<file path="src/hw/rtl/dqfr_pkg.sv">
// Shared types and constants for the deque with find-and-replace.
`default_nettype none

package dqfr_pkg;

  // Default sizing, handed down through the top-level parameters.
  localparam int CAPACITY_DEF   = 16;
  localparam int DATA_WIDTH_DEF = 32;

  // Fixed port widths.
  localparam int OPCODE_W = 3;
  localparam int IN_W     = 32;
  localparam int STATUS_W = 2;
  localparam int OUT_CNT_W = 5;

  // Operation codes carried by an input beat.
  typedef enum logic [OPCODE_W-1:0] {
    OP_PUSH_BACK  = 3'd0,
    OP_POP_BACK   = 3'd1,
    OP_PUSH_FRONT = 3'd2,
    OP_POP_FRONT  = 3'd3,
    OP_REPLACE    = 3'd4
  } op_t;

  // Result status codes.
  typedef enum logic [STATUS_W-1:0] {
    STAT_DONE    = 2'd0,
    STAT_EMPTY   = 2'd1,
    STAT_FULL    = 2'd2,
    STAT_NOMATCH = 2'd3
  } status_t;

  // Controller states.
  typedef enum logic {
    S_IDLE = 1'b0,
    S_SCAN = 1'b1
  } state_t;

  // Row-wide shift commands broadcast to every cell.
  typedef struct packed {
    logic push_front;
    logic pop_front;
  } cell_ctrl_t;

endpackage

`default_nettype wire

</file>
<file path="src/hw/rtl/dqfr_cell.sv">
// One storage cell of the deque row: holds an entry and passes the search token on.
`default_nettype none

module dqfr_cell #(
  parameter int DATA_WIDTH = dqfr_pkg::DATA_WIDTH_DEF
) (
  input  logic                  clk,
  input  logic                  rst_n,
  input  dqfr_pkg::cell_ctrl_t  ctl,
  input  logic                  wr_back,
  input  logic                  valid,
  input  logic                  tok_in,
  input  logic [DATA_WIDTH-1:0] left_data,
  input  logic [DATA_WIDTH-1:0] right_data,
  input  logic [DATA_WIDTH-1:0] push_data,
  input  logic [DATA_WIDTH-1:0] key,
  input  logic [DATA_WIDTH-1:0] repl_data,
  output logic [DATA_WIDTH-1:0] data_o,
  output logic                  tok_out,
  output logic                  hit
);
  import dqfr_pkg::*;

  logic [DATA_WIDTH-1:0] data_r;
  logic [DATA_WIDTH-1:0] data_nxt;
  logic                  tok_r;

  // The cell matches when it holds the token and a live entry equal to the key.
  assign hit     = tok_r & valid & (data_r == key);
  assign tok_out = tok_r & valid & ~hit;
  assign data_o  = data_r;

  // Entry update: shift towards the back, shift towards the front, load or replace.
  always_comb begin
    data_nxt = data_r;
    if (ctl.push_front) begin
      data_nxt = left_data;
    end else if (ctl.pop_front) begin
      data_nxt = right_data;
    end else if (wr_back) begin
      data_nxt = push_data;
    end else if (hit) begin
      data_nxt = repl_data;
    end
  end

  always_ff @(posedge clk) begin
    data_r <= data_nxt;
  end

  // Search token register.
  always_ff @(posedge clk) begin
    if (!rst_n) begin
      tok_r <= 1'b0;
    end else begin
      tok_r <= tok_in;
    end
  end

endmodule

`default_nettype wire

</file>
<file path="src/hw/rtl/deque_with_find_replace_unit.sv">
// Top level of the deque with find-and-replace, built as a row of shifting cells.
//
// Usage: present in_opcode, in_value and in_new_value with start high; the beat is
// taken at a rising edge where start is high and busy is low. Each beat yields one
// result beat: out_valid is high for exactly one cycle with out_status and
// out_entry_count, and the receiver must take it then, since it cannot stall.
// Entries sit in cells ordered from the front (cell 0) to the back. Push and pop at
// the front shift the whole row by one cell; push and pop at the back touch only
// the cell at the fill level. These take one cycle each: the result appears in the
// cycle after the beat and the next beat may be taken in that same cycle.
// Replace walks a token from cell 0 towards the back, one cell a cycle, and busy is
// high meanwhile; it finishes on the first match or at the fill level, so its
// result arrives once the token walk stops, and no new beat is taken until then.
// Reset (synchronous, rst_n low) empties the deque and cancels any search; the
// cell contents are not cleared, as cells beyond the fill level are never read.
`default_nettype none

module deque_with_find_replace_unit #(
  parameter int CAPACITY   = dqfr_pkg::CAPACITY_DEF,
  parameter int DATA_WIDTH = dqfr_pkg::DATA_WIDTH_DEF
) (
  input  logic                              clk,
  input  logic                              rst_n,
  input  logic                              start,
  output logic                              busy,
  input  logic [dqfr_pkg::OPCODE_W-1:0]     in_opcode,
  input  logic signed [dqfr_pkg::IN_W-1:0]  in_value,
  input  logic signed [dqfr_pkg::IN_W-1:0]  in_new_value,
  output logic                              out_valid,
  output logic [dqfr_pkg::STATUS_W-1:0]     out_status,
  output logic [dqfr_pkg::OUT_CNT_W-1:0]    out_entry_count
);
  import dqfr_pkg::*;

  localparam int CNT_W = $clog2(CAPACITY + 1);
  localparam int IDX_W = (CAPACITY > 1) ? $clog2(CAPACITY) : 1;

  state_t                state_r, state_nxt;
  logic [CNT_W-1:0]      count_r, count_nxt;
  logic [CNT_W-1:0]      pos_r, pos_nxt;
  logic [DATA_WIDTH-1:0] key_r, key_nxt;
  logic [DATA_WIDTH-1:0] repl_r, repl_nxt;
  logic                  out_valid_r, out_valid_nxt;
  status_t               out_status_r, out_status_nxt;

  cell_ctrl_t            ctl;
  logic                  wr_back_en;
  logic                  scan_start;
  logic                  full;
  logic                  empty;
  logic [DATA_WIDTH-1:0] push_data;

  logic [DATA_WIDTH-1:0] cell_data [CAPACITY];
  logic                  tok_vec   [CAPACITY];
  logic                  hit_vec   [CAPACITY];

  assign full      = (count_r == CNT_W'(CAPACITY));
  assign empty     = (count_r == '0);
  assign push_data = DATA_WIDTH'(in_value);
  assign busy      = (state_r == S_SCAN);

  // Row of cells; each takes its neighbours' entries for the front shifts.
  for (genvar i = 0; i < CAPACITY; i++) begin : g_cell
    logic [DATA_WIDTH-1:0] left_d;
    logic [DATA_WIDTH-1:0] right_d;
    logic                  tok_i;

    if (i == 0) begin : g_first
      assign left_d = push_data;
      assign tok_i  = scan_start;
    end else begin : g_mid
      assign left_d = cell_data[i-1];
      assign tok_i  = tok_vec[i-1];
    end

    if (i == CAPACITY - 1) begin : g_last
      assign right_d = cell_data[i];
    end else begin : g_inner
      assign right_d = cell_data[i+1];
    end

    dqfr_cell #(
      .DATA_WIDTH (DATA_WIDTH)
    ) u_cell (
      .clk        (clk),
      .rst_n      (rst_n),
      .ctl        (ctl),
      .wr_back    (wr_back_en & (count_r == CNT_W'(i))),
      .valid      (CNT_W'(i) < count_r),
      .tok_in     (tok_i),
      .left_data  (left_d),
      .right_data (right_d),
      .push_data  (push_data),
      .key        (key_r),
      .repl_data  (repl_r),
      .data_o     (cell_data[i]),
      .tok_out    (tok_vec[i]),
      .hit        (hit_vec[i])
    );
  end

  // Next state, row commands and result for each beat.
  always_comb begin
    state_nxt      = state_r;
    count_nxt      = count_r;
    pos_nxt        = pos_r;
    key_nxt        = key_r;
    repl_nxt       = repl_r;
    out_valid_nxt  = 1'b0;
    out_status_nxt = out_status_r;
    ctl            = '0;
    wr_back_en     = 1'b0;
    scan_start     = 1'b0;
    case (state_r)
      S_IDLE: begin
        if (start) begin
          out_valid_nxt  = 1'b1;
          out_status_nxt = STAT_DONE;
          case (op_t'(in_opcode))
            OP_PUSH_BACK: begin
              if (full) begin
                out_status_nxt = STAT_FULL;
              end else begin
                wr_back_en = 1'b1;
                count_nxt  = count_r + 1'b1;
              end
            end
            OP_POP_BACK: begin
              if (empty) begin
                out_status_nxt = STAT_EMPTY;
              end else begin
                count_nxt = count_r - 1'b1;
              end
            end
            OP_PUSH_FRONT: begin
              if (full) begin
                out_status_nxt = STAT_FULL;
              end else begin
                ctl.push_front = 1'b1;
                count_nxt      = count_r + 1'b1;
              end
            end
            OP_POP_FRONT: begin
              if (empty) begin
                out_status_nxt = STAT_EMPTY;
              end else begin
                ctl.pop_front = 1'b1;
                count_nxt     = count_r - 1'b1;
              end
            end
            OP_REPLACE: begin
              out_valid_nxt = 1'b0;
              scan_start    = 1'b1;
              pos_nxt       = '0;
              key_nxt       = DATA_WIDTH'(in_value);
              repl_nxt      = DATA_WIDTH'(in_new_value);
              state_nxt     = S_SCAN;
            end
            default: begin
            end
          endcase
        end
      end
      S_SCAN: begin
        if (pos_r == count_r) begin
          out_valid_nxt  = 1'b1;
          out_status_nxt = STAT_NOMATCH;
          state_nxt      = S_IDLE;
        end else if (hit_vec[pos_r[IDX_W-1:0]]) begin
          out_valid_nxt  = 1'b1;
          out_status_nxt = STAT_DONE;
          state_nxt      = S_IDLE;
        end else begin
          pos_nxt = pos_r + 1'b1;
        end
      end
      default: begin
        state_nxt = S_IDLE;
      end
    endcase
  end

  // Control registers.
  always_ff @(posedge clk) begin
    if (!rst_n) begin
      state_r     <= S_IDLE;
      count_r     <= '0;
      pos_r       <= '0;
      out_valid_r <= 1'b0;
    end else begin
      state_r     <= state_nxt;
      count_r     <= count_nxt;
      pos_r       <= pos_nxt;
      out_valid_r <= out_valid_nxt;
    end
  end

  // Search operands and result status.
  always_ff @(posedge clk) begin
    key_r        <= key_nxt;
    repl_r       <= repl_nxt;
    out_status_r <= out_status_nxt;
  end

  assign out_valid       = out_valid_r;
  assign out_status      = out_status_r;
  assign out_entry_count = OUT_CNT_W'(count_r);

endmodule

`default_nettype wire

</file>
<file path="config.mk">
export PLATFORM = sky130hd
export DESIGN_NAME = deque_with_find_replace_unit
export DESIGN_NICKNAME = d
export VERILOG_FILES = /design/src/hw/rtl/dqfr_pkg.sv /design/src/hw/rtl/dqfr_cell.sv /design/src/hw/rtl/deque_with_find_replace_unit.sv
export SDC_FILE = /design/constraint.sdc
export NUM_CORES = 2
export LEC_CHECK = 0
export BUFFER_PORTS_ARGS = -buffer_cell sky130_fd_sc_hd__buf_2
export CORE_ASPECT_RATIO = 0.6
export CORE_UTILIZATION = 28
export CTS_CLUSTER_SIZE = 30
export DETAILED_ROUTE_END_ITERATION = 10
export PLACE_DENSITY = 0.51
export SLEW_MARGIN = 20
export SYNTH_ARGS = -nofsm -noshare
export SYNTH_HDL_FRONTEND = slang
export SYNTH_SLANG_ARGS = --single-unit
</file>
<file path="constraint.sdc">
create_clock -name clk -period 10.2 [get_ports clk]
set_clock_uncertainty 0.2 [all_clocks]
set_input_delay 1.02 -clock clk [delete_from_list [all_inputs] [get_ports clk]]
set_output_delay 1.02 -clock clk [all_outputs]
set_load 0.1 [all_outputs]
</file>
==> metrics.md <==
| Metric | Value |
|---|---|
| Register area share after synthesis | 0.476 |
| WL/cell | approximately 36 microns |
| Status | completed |
| DR pass1 iterations | 9 |
| Yosys reg bits | 606 |
| Die height | 286 microns |
| Clock power frac | 0.399 |
| Met3 routed WL | 35.3 mm |
| RSZ-0062 raised after global routing | no |
| Crit Path Max Fanout | 99 |
| Largest net degree at the start of global routing | between 100 and 150 |
| Total CTS buffers | 60 |
| Nets | between 3000 and 4000 |
| Min-delay src | g_cell[6].u_cell.tok_r |
| Hold Path Class | reg2reg |
| Die area | ~140000 sq um |
| Clk buf depth | 3 |
| Initial antenna violation count | 22 |
| Max H-tree Level | 2 |
| Most frequent cells in the layout | edfxtp_1, mux2i_1, o21ai_0 |
| First-pass GRT wire length | 249 mm |
| Post-Route Setup TNS | 0 ns |
| CP arrival | roughly 5.8 ns |
| Post-CTS Setup Bufs | 0 |
| Die W | 475 microns |
| Relative slew slack | 0.0882 |
| Top layer in use | met5 |
| Tcrit/Tclk final | 0.544 |
| # resized after CTS | 0 |
| Root buffer cell | clkbuf_16 |
| Final Setup Violations | 0 |
| Post-DRT Antenna Nets | 0 |
| Met2 wire length | 64.0 mm |
| Flop pwr share | 0.501 |
| Syn_nets | 3465 |
| CTS Hold Bufs | 0 |
| Fill cells | 13600 |
| Ys flop type | edfxtp_1 |
| Storage element area | 17900 sq um |
| # rows | 103 |
| Sw Ratio | 0.287 |
| Slew @ Worst Pin | 1.36 ns |
| Ports | approximately 80 |
| Hold Slack | 0.262 ns |
| Clock sinks | 606 |
| Initial DRC count | 6401 |
| TritonCTS clock tree | yes |
| DRT Wirelength | between 150 and 200 mm |
| DPL Wire Length | 130 mm |
| VDD IR max | about 0.13 mV |
| Crit. End Element | register |
| Synth area leaders | edfxtp_1, mux2i_1, a22oi_1 |
| Non-filler instance count after layout | 5105 |
| Via density per instance | 6.11 |
| Asr flop ratio synth | 0 |
| Pint | between 0.004 and 0.005 W |
| Reg2reg start | out_entry_count[1] |
| Vias after detailed routing | 31200 |
| Layout area overhead | 10.3% |
| Post-route worst setup slack | 4.65 ns |
| Synth top area share | 0.461 |
| Number of global-route vias before repair | 27800 |
| Max Slew Vio Count | 0 |
| Startpoint type of the worst setup path | register |
| Largest area contributor in the netlist | edfxtp_1 |
| Multi-input logic area | 18200 sq um |
| Commonest non-fill, non-tap cell in the layout | edfxtp_1 |
| Max_cap viols | 0 |
| Global-route usage over all layers | 0.264 |
| Port Buf Inserts | 78 |
| Setup crit start | out_entry_count[1] |
| Residual DRC | 0 |
| CP required | approximately 10 ns |
| GRT overflow | 0 |
| Placed insts | 4984 |
| Final Power | 0.00581 W |
| Final Hold Viols | 0 |
| Fmax | ~180 MHz |
| Syn. warnings | 0 |
| Share of post-route cells with drive strength above 1 | 0.0944 |
| Initial Utilization | 0.284 |
| P_leak | 14.0 nW |
| Final min period | roughly 5.6 ns |
| Core region area | between 100000 and 150000 sq um |
| Cells after synthesis | ~3400 |
| Worst slack at placement | between 4 and 5 ns |
| CP Class | reg2reg |
| Net Sw Power | approximately 0.0017 W |
| Clock-pin transition on the worst setup and hold timing paths | 0.07 ns |
| Met1 WL | 81.7 mm |
| Syn Area/Cell | 11.1 sq um |
| Synth cell types | 57 |
| Clock latency on the worst-skew pair | 0.71 ns |
| EDFF count, synth | 578 |
| Power Dens Cells | 140 nW/um^2 |
| GPL Wtd Cong | 1.08 |
| Combinational power share | 0.100 |
| Post-Syn Area | 37700 sq um |
==> worst paths after layout <==
check                                                   end  slack (ns)  depth (start not counted)
worst max-delay path            g_cell[4].u_cell.data_o[30]        4.65                         10
worst min-delay path                 g_cell[7].u_cell.tok_r        0.26                          2
worst max register to register  g_cell[4].u_cell.data_o[30]        4.65                         10
worst min register to register       g_cell[7].u_cell.tok_r        0.26                          2
==> worst max-delay path, cell delays in order (launching register included) <==
cell and delay (ns):
dfxtp_1 0.62, inv_1 0.26, ha_1 0.30, nand2b_1 0.18, nor3_1 0.16, nor3_2 0.18, buf_4 0.53, nand2b_4 0.87
buf_4 0.93, buf_4 0.68, o21ai_0 0.22
==> metal layers <==
metal  track usage  vias up
li1              -    12700
met1         0.393    15800
met2         0.302     2358
met3         0.169      258
met4        0.0517       26
met5             0        -
==> flip-flops by register name (all words and copies together) (netlist names) <==
signal / cells
g_cell.u_cell.data_o: 512
key_r: 32
repl_r: 32
g_cell.u_cell.tok_r: 16
out_entry_count: 5
pos_r: 5
out_status: 2
busy: 1
out_valid: 1
==> final cells by class <==
cell class | count | area share
Clock buffer | 69 | 0.0370
Timing Repair Buffer | 170 | 0.0268
Sequential cell | 606 | 0.431
Clock inverter | 43 | 0.00844
Multi-Input combinational cell | 2387 | 0.439
Antenna cell | 6 | 0.000362
Inverter | 39 | 0.00352
Tap cell | 1785 | 0.0538
==> power groups by stage <==
stage	Combinational, W	Sequential (W)	Clock [W]
CTS	0.000541	0.00290	0.00232
global placement	0.000537	0.00296	0
finish	0.000580	0.00291	0.00232
floorplan	0.000287	0.00293	0
detailed placement	0.000540	0.00296	0
global route	0.000591	0.00291	0.00241
==> synth_stat cells, drive strengths merged, types with 4 or more instances <==
cell	count
a21oi	14
a222oi	32
a22oi	448
and2	4
and3	6
buf	122
clkbuf	235
dfxtp	28
edfxtp	578
ha	6
inv	38
mux2i	480
nand2	82
nand2b	5
nand3	19
nand3b	4
nand4	84
nor2	31
nor2b	7
nor3	23
nor4	83
o211ai	4
o21a	6
o21ai	492
or3	8
xnor2	259
xor2	262
==> logic make-up after synthesis <==
group,share of synthesized area
and+or+nand+nor,0.0535
DFF,0.476
AOI/OAI and AO/OA,0.172
muxes,0.128
xor gates and xnor gates,0.121
adders and majority gates,0.00199
buffers and inverters,0.0484
==> metrics by stage <==
| step | util | cell area (sq um) |
|---|---|---|
| 2_1_floorplan | - | 37700 |
| 3_3_place_gp | 0.298 | 39400 |
| 3_5_place_dp | 0.298 | 39500 |
| 4_1_cts | 0.312 | 41400 |
| 5_1_grt | 0.313 | 41500 |
| 6_report | 0.313 | 41500 |
Power figures use the tool's default switching activity.
